## config.mk

```make
export PLATFORM = sky130hd
export DESIGN_NAME = cbl_ctrl
export DESIGN_NICKNAME = d
export VERILOG_FILES = /design/src/rtl/cbl_pkg.sv /design/src/rtl/cbl_ctrl.sv
export SDC_FILE = /design/constraint.sdc
export NUM_CORES = 1
export LEC_CHECK = 0
export BUFFER_PORTS_ARGS = -buffer_cell sky130_fd_sc_hd__buf_4
export CAP_MARGIN = 15
export CORE_ASPECT_RATIO = 0.7
export CORE_MARGIN = 10
export CORE_UTILIZATION = 35
export CTS_CLUSTER_SIZE = 8
export DETAILED_ROUTE_END_ITERATION = 12
export HOLD_SLACK_MARGIN = 0.05
export PLACE_DENSITY = 0.59
export RECOVER_POWER = 100
export SLEW_MARGIN = 30
export SYNTH_ARGS = -nofsm -noshare
export SYNTH_HDL_FRONTEND = slang
export SYNTH_SLANG_ARGS = --single-unit
```

## constraint.sdc

```tcl
create_clock -name clk -period 2.72 [get_ports clk]
set_clock_uncertainty 0.2 [all_clocks]
set_input_delay 0.408 -clock clk [delete_from_list [all_inputs] [get_ports clk]]
set_output_delay 0.408 -clock clk [all_outputs]
set_load 0.005 [all_outputs]
```

## src/rtl/cbl_pkg.sv

```systemverilog
package cbl_pkg;

    localparam int MAX_ELEMENTS_DEF = 1024;
    localparam int NUM_CASES_DEF    = 64;

    localparam int ACTION_W  = 4;
    localparam int ELEM_W    = 10;
    localparam int CASE_W    = 32;
    localparam int NCOUNT_W  = 11;
    localparam int OUTCNT_W  = 11;
    localparam int ERR_W     = 2;
    localparam int IN_DATA_W  = 72;
    localparam int OUT_DATA_W = 72;

    localparam logic [ACTION_W-1:0] ACT_APPEND = 4'd0;
    localparam logic [ACTION_W-1:0] ACT_RESIZE = 4'd1;
    localparam logic [ACTION_W-1:0] ACT_SET    = 4'd2;
    localparam logic [ACTION_W-1:0] ACT_REMOVE = 4'd3;
    localparam logic [ACTION_W-1:0] ACT_GET    = 4'd4;
    localparam logic [ACTION_W-1:0] ACT_COUNT  = 4'd5;
    localparam logic [ACTION_W-1:0] ACT_FIRST  = 4'd6;
    localparam logic [ACTION_W-1:0] ACT_NEXT   = 4'd7;
    localparam logic [ACTION_W-1:0] ACT_SWAP   = 4'd8;

    localparam logic [ERR_W-1:0] ERR_OK    = 2'd0;
    localparam logic [ERR_W-1:0] ERR_RANGE = 2'd1;
    localparam logic [ERR_W-1:0] ERR_CASE  = 2'd2;
    localparam logic [ERR_W-1:0] ERR_FULL  = 2'd3;

    localparam int OP_W = 5;
    localparam logic [OP_W-1:0] OP_IDLE    = 5'd0;
    localparam logic [OP_W-1:0] OP_DECODE  = 5'd1;
    localparam logic [OP_W-1:0] OP_GROW    = 5'd2;
    localparam logic [OP_W-1:0] OP_GET     = 5'd3;
    localparam logic [OP_W-1:0] OP_NEXT    = 5'd4;
    localparam logic [OP_W-1:0] OP_CNT     = 5'd5;
    localparam logic [OP_W-1:0] OP_FIRST   = 5'd6;
    localparam logic [OP_W-1:0] OP_SET_CHK = 5'd7;
    localparam logic [OP_W-1:0] OP_SW_RD2  = 5'd8;
    localparam logic [OP_W-1:0] OP_SW_CHK  = 5'd9;
    localparam logic [OP_W-1:0] OP_A_RD    = 5'd10;
    localparam logic [OP_W-1:0] OP_A_CUR   = 5'd11;
    localparam logic [OP_W-1:0] OP_U_HDR   = 5'd12;
    localparam logic [OP_W-1:0] OP_A_LINK  = 5'd13;
    localparam logic [OP_W-1:0] OP_A_HEAD  = 5'd14;
    localparam logic [OP_W-1:0] OP_A_END   = 5'd15;
    localparam logic [OP_W-1:0] OP_R_CUR   = 5'd16;
    localparam logic [OP_W-1:0] OP_R_MOVE  = 5'd17;
    localparam logic [OP_W-1:0] OP_R_LAST  = 5'd18;
    localparam logic [OP_W-1:0] OP_R_FIX   = 5'd19;
    localparam logic [OP_W-1:0] OP_R_HEAD  = 5'd20;
    localparam logic [OP_W-1:0] OP_FIN     = 5'd21;

    typedef struct packed {
        logic [OP_W-1:0] op;
    } cmd_t;

    typedef struct packed {
        logic [ACTION_W-1:0] act;
        logic rng1;
        logic rng2;
        logic full;
        logic nc_over;
        logic grow;
        logic grow_last;
        logic cv_zero;
        logic cv_hdr_ok;
        logic set_same;
        logic set_ok;
        logic sw_same;
        logic sw_ok;
        logic cur_same;
        logic cur_hdr;
        logic av_hdr;
        logic last_done;
        logic fix_hdr;
        logic second;
        logic out_free;
    } stat_t;

endpackage

```

## src/rtl/cbl_ctrl.sv

```systemverilog
module cbl_ctrl (
    input  logic          clk,
    input  logic          rst_n,
    input  logic          in_valid,
    output logic          in_ready,
    input  cbl_pkg::stat_t st,
    output cbl_pkg::cmd_t  cmd
);
    import cbl_pkg::*;

    logic [OP_W-1:0] state_reg;
    logic [OP_W-1:0] state_next;

    assign cmd.op   = state_reg;
    assign in_ready = (state_reg == OP_IDLE);

    always_comb
    begin
        state_next = state_reg;
        case (state_reg)
            OP_IDLE:
            begin
                if (in_valid)
                    state_next = OP_DECODE;
            end
            OP_DECODE:
            begin
                case (st.act)
                    ACT_RESIZE: state_next = (!st.nc_over && st.grow) ? OP_GROW : OP_FIN;
                    ACT_SET:    state_next = st.rng1 ? OP_FIN : OP_SET_CHK;
                    ACT_REMOVE: state_next = st.rng1 ? OP_FIN : OP_R_CUR;
                    ACT_GET:    state_next = st.rng1 ? OP_FIN : OP_GET;
                    ACT_NEXT:   state_next = st.rng1 ? OP_FIN : OP_NEXT;
                    ACT_COUNT:  state_next = (st.cv_zero || !st.cv_hdr_ok) ? OP_FIN : OP_CNT;
                    ACT_FIRST:  state_next = st.cv_hdr_ok ? OP_FIRST : OP_FIN;
                    ACT_SWAP:   state_next = (st.rng1 || st.rng2) ? OP_FIN : OP_SW_RD2;
                    default:    state_next = OP_FIN;
                endcase
            end
            OP_GROW:
            begin
                if (st.grow_last)
                    state_next = OP_FIN;
            end
            OP_GET, OP_NEXT, OP_CNT, OP_FIRST, OP_A_HEAD, OP_R_HEAD:
            begin
                state_next = (state_reg == OP_A_HEAD) ? OP_A_END : OP_FIN;
            end
            OP_SET_CHK:
            begin
                state_next = (st.set_same || !st.set_ok) ? OP_FIN : OP_A_RD;
            end
            OP_SW_RD2: state_next = OP_SW_CHK;
            OP_SW_CHK:
            begin
                state_next = (st.sw_same || !st.sw_ok) ? OP_FIN : OP_A_RD;
            end
            OP_A_RD: state_next = OP_A_CUR;
            OP_A_CUR:
            begin
                if (st.cur_same)
                    state_next = OP_A_END;
                else
                    state_next = st.cur_hdr ? OP_U_HDR : OP_A_LINK;
            end
            OP_U_HDR:
            begin
                state_next = (st.act == ACT_REMOVE) ? OP_R_MOVE : OP_A_LINK;
            end
            OP_A_LINK: state_next = st.av_hdr ? OP_A_HEAD : OP_A_END;
            OP_A_END:  state_next = st.second ? OP_A_RD : OP_FIN;
            OP_R_CUR:  state_next = st.cur_hdr ? OP_U_HDR : OP_R_MOVE;
            OP_R_MOVE: state_next = st.last_done ? OP_FIN : OP_R_LAST;
            OP_R_LAST: state_next = OP_R_FIX;
            OP_R_FIX:  state_next = st.fix_hdr ? OP_R_HEAD : OP_FIN;
            OP_FIN:
            begin
                if (st.out_free)
                    state_next = OP_IDLE;
            end
            default: state_next = OP_IDLE;
        endcase
    end

    always_ff @(posedge clk or negedge rst_n)
    begin
        if (!rst_n)
            state_reg <= OP_IDLE;
        else
            state_reg <= state_next;
    end

endmodule

```

==> metrics.md <==
| Metric | Value |
|---|---|
| Setup repair bufs after CTS | 0 |
| Top FF cell, synth | dfrtp_1 |
| Clock root cell | clkbuf_8 |
| Count of routing violations after the opening detailed-route iteration | just under 100 |
| # nets final | 192 |
| DRC viols | 0 |
| Die area | around 5600 sq um |
| Nets in the synthesized netlist | approximately 170 |
| Fraction of final layout cells sized beyond drive strength 1 | 26.7% |
| Number of detailed-routing iterations run before antenna repair | 4 |
| Number of hold violations in the final report | 0 |
| Die Span X | ~85 microns |
| Post-synth cell types | 57 |
| Aggregate global routing overflow | 0 |
| Weighted congestion reported at the end of routability-driven placement | between 0.8 and 0.9 |
| Reg clk slew, reported paths | approximately 30 ps |
| Vert. Die Dim | 65.6 microns |
| Largest net degree at the start of global routing | 22 |
| Final min period | 2270 ps |
| Cell area power density | roughly 920 nW/um^2 |
| Cells resized by post-CTS repair | 0 |
| Clock latency at the later pin of the worst-skew pair | 220 ps |
| Register area share after synthesis | around an eighth |
| Yosys Warn Count | 0 |
| Utilization after layout | between 40% and 50% |
| End point of the critical path | cmd[4] |
| Reg2Reg Launch Point | cmd[1] |
| Most common cell after layout, fill and taps aside | buf_4 |
| Vias after detailed routing | roughly 1,100 |
| Number of enable-type register cells in the synthesized netlist | 0 |
| Kind of end point of the critical path | flip-flop |
| Top fanout value on the critical path | 16 |
| Number of sinks driven by the clock tree | 5 |
| RSZ-0062 raised after global routing | false |
| Leakage Power | 0.519 nW |
| Synth Register Bits | 5 |
| Total number of placement rows | 16 |
| Max-Cap Viols | 0 |
| Data arrival, critical path | approximately 2200 ps |
| Post-DR wirelength/cell | approximately 16 microns |
| Relative max-transition margin | a little under three fifths |
| Master of the slowest instance on the critical path | or4_2 |
| Number of primary I/O pins | 32 |
| Number of antenna violations at the first check in global routing | 0 |
| Ordered list of cells on the worst path | nand2_1 -> or4_2 -> nand3_1 -> nor3_1 -> a41oi_2 |
| Global router's overall resource usage | 11.0% |
| Signed area change from the synthesized netlist to the final layout | 22.8% |
| Number of buffers inserted for hold repair after clock tree synthesis | 1 |
| Core outline area | 2820 sq um |
| Critical path launch point type | flip-flop |
| Summed instance area of the synthesized netlist | roughly 1000 sq um |
| Crit path buffers/inverters | 0 |
| Sum Neg Setup Slack | 0 ps |
| Number of H-tree levels | 1 |
| Final-report setup violation count | 0 |
| Critical path start-end classification | flip-flop to flip-flop |
| Reg2Reg Setup Slack | approximately 450 ps |
| Share of async-settable or async-resettable flops after synthesis | 100% |
| Highest attainable clock frequency | roughly 440 MHz |
| DP Wirelength | 2540 microns |
| Stages on the worst setup path | 5 |
| Slew of the pin with the lowest slew margin | between 600 and 700 ps |
| Top Family by Delay on Critical Path | simple AND/OR/NAND/NOR gates |
| Hold_ws | around 290 ps |
| Avg Cell Area, Syn | around 7.4 sq um |
| Maximum vdd drop | 0.292 mV |
| RR Endpoint | cmd[4] |
| Port Buf Inserts | 30 |
| Number of global-route vias before repair | 1,068 |
| Post-route clock period utilization | 83.6% |
| Run status | finished clean |
| Req. time, crit path | about 2700 ps |
| Total length of routed wires | about 3300 microns |
| Total power | 0.00118 W |
| Length in cells of the worst reg-to-reg path | 5 |
| Count of final max-slew check failures | 0 |
| Class of the most critical hold timing path | primary input to flip-flop |
| Syn Inst Count | ~140 |
| Flip-flop count of the largest register, all copies and words added | 5 |
| Ant. Diodes | 0 |
| Initial core utilization | 36.9% |
| Number of CTS-inserted buffers | 3 |
| Commonest cells after routing, fill and taps aside | buf_4 (27), nor2_1 (14), o21ai_0 (13), nand2_1 (10), nand2b_1 (7) |
| Slowest stage delay, CP | slightly below 700 ps |
| Launching instance or port of the critical path | cmd[1] |
| TritonCTS clock tree | built |
| Vias per Instance | about 5.7 |
| Wire length of the first global-routing pass | 5200 microns |
| Maximum clock insertion buffer count | 2 |
| Antenna Nets Post-Route | 0 |
cell usage after synthesis, types with 2 or more instances:
master	instances	share of area (%)
and2_1	2	1.2
nand3_1	2	0.96
inv_1	5	1.8
buf_4	2	1.4
nand2b_1	7	4.2
o21ai_0	13	6.2
nand2_1	10	3.6
nand4b_1	3	2.5
dfrtp_1	5	12
nor2b_1	5	3.0
nor3b_1	6	4.3
buf_2	9	4.3
a211oi_1	3	2.2
a21oi_1	3	1.4
nor2_1	14	5.0
nor3_1	4	1.9
and3_1	2	1.2
nor4_1	2	1.2
clkbuf_1	2	0.72
a31oi_1	3	1.8
o31ai_1	2	1.4
o2111ai_1	2	1.7
metrics by stage:
step	setup slack, ps	cell area (sq um)	cells
6_report	447	1280	201
5_1_grt	280	1280	201
4_1_cts	476	1310	201
3_5_place_dp	611	1250	196
3_3_place_gp	646	1250	196
2_1_floorplan	895	1040	141
tightest hold or removal path, cell delays in order:
cell,delay [ps]
buf_4,90
nand4_1,90
nand2_1,90
cells by family after synthesis:
kind of cell / synth area share, %
AOI/OAI and AO/OA: 31.0
buffers and inverters: 9.37
DFF: 12.0
muxes: 2.04
and+or+nand+nor: 45.6
per-layer routing:
metal	vias up	track usage, %	wire, microns	share of wire, %
met2	33	16.0	1460	45
met3	0	3.20	238	7.3
met4	0	2.66	0	0
li1	581	-	-	-
met1	533	15.3	1560	48
met5	-	0	0	0
report_power, final:
part           switching [W]  internal, W  total, W
Sequential          0.000179     0.000116  0.000295
Clock              0.0000333     0.000100  0.000134
Combinational       0.000383     0.000363  0.000746
Total               0.000595     0.000580   0.00118
layout make-up:
cell class,instances,area [sq um]
Timing Repair Buffer,34,246
Multi-Input combinational cell,117,798
Fill cell,303,1540
Clock buffer,4,45.0
Sequential cell,5,125
Tap cell,36,45.0
Inverter,5,18.8
worst min-delay path by stage:
stage          start     end  slack, ps  cells past startpoint
6_report       st[6]  cmd[1]        290                      3
5_1_grt        st[6]  cmd[1]        300                      3
4_1_cts        st[6]  cmd[1]        290                      3
3_5_place_dp   rst_n  cmd[4]          9                      1
3_3_place_gp   rst_n  cmd[4]          9                      1
2_1_floorplan  rst_n  cmd[0]        -90                      0
Power figures use the tool's default switching activity.
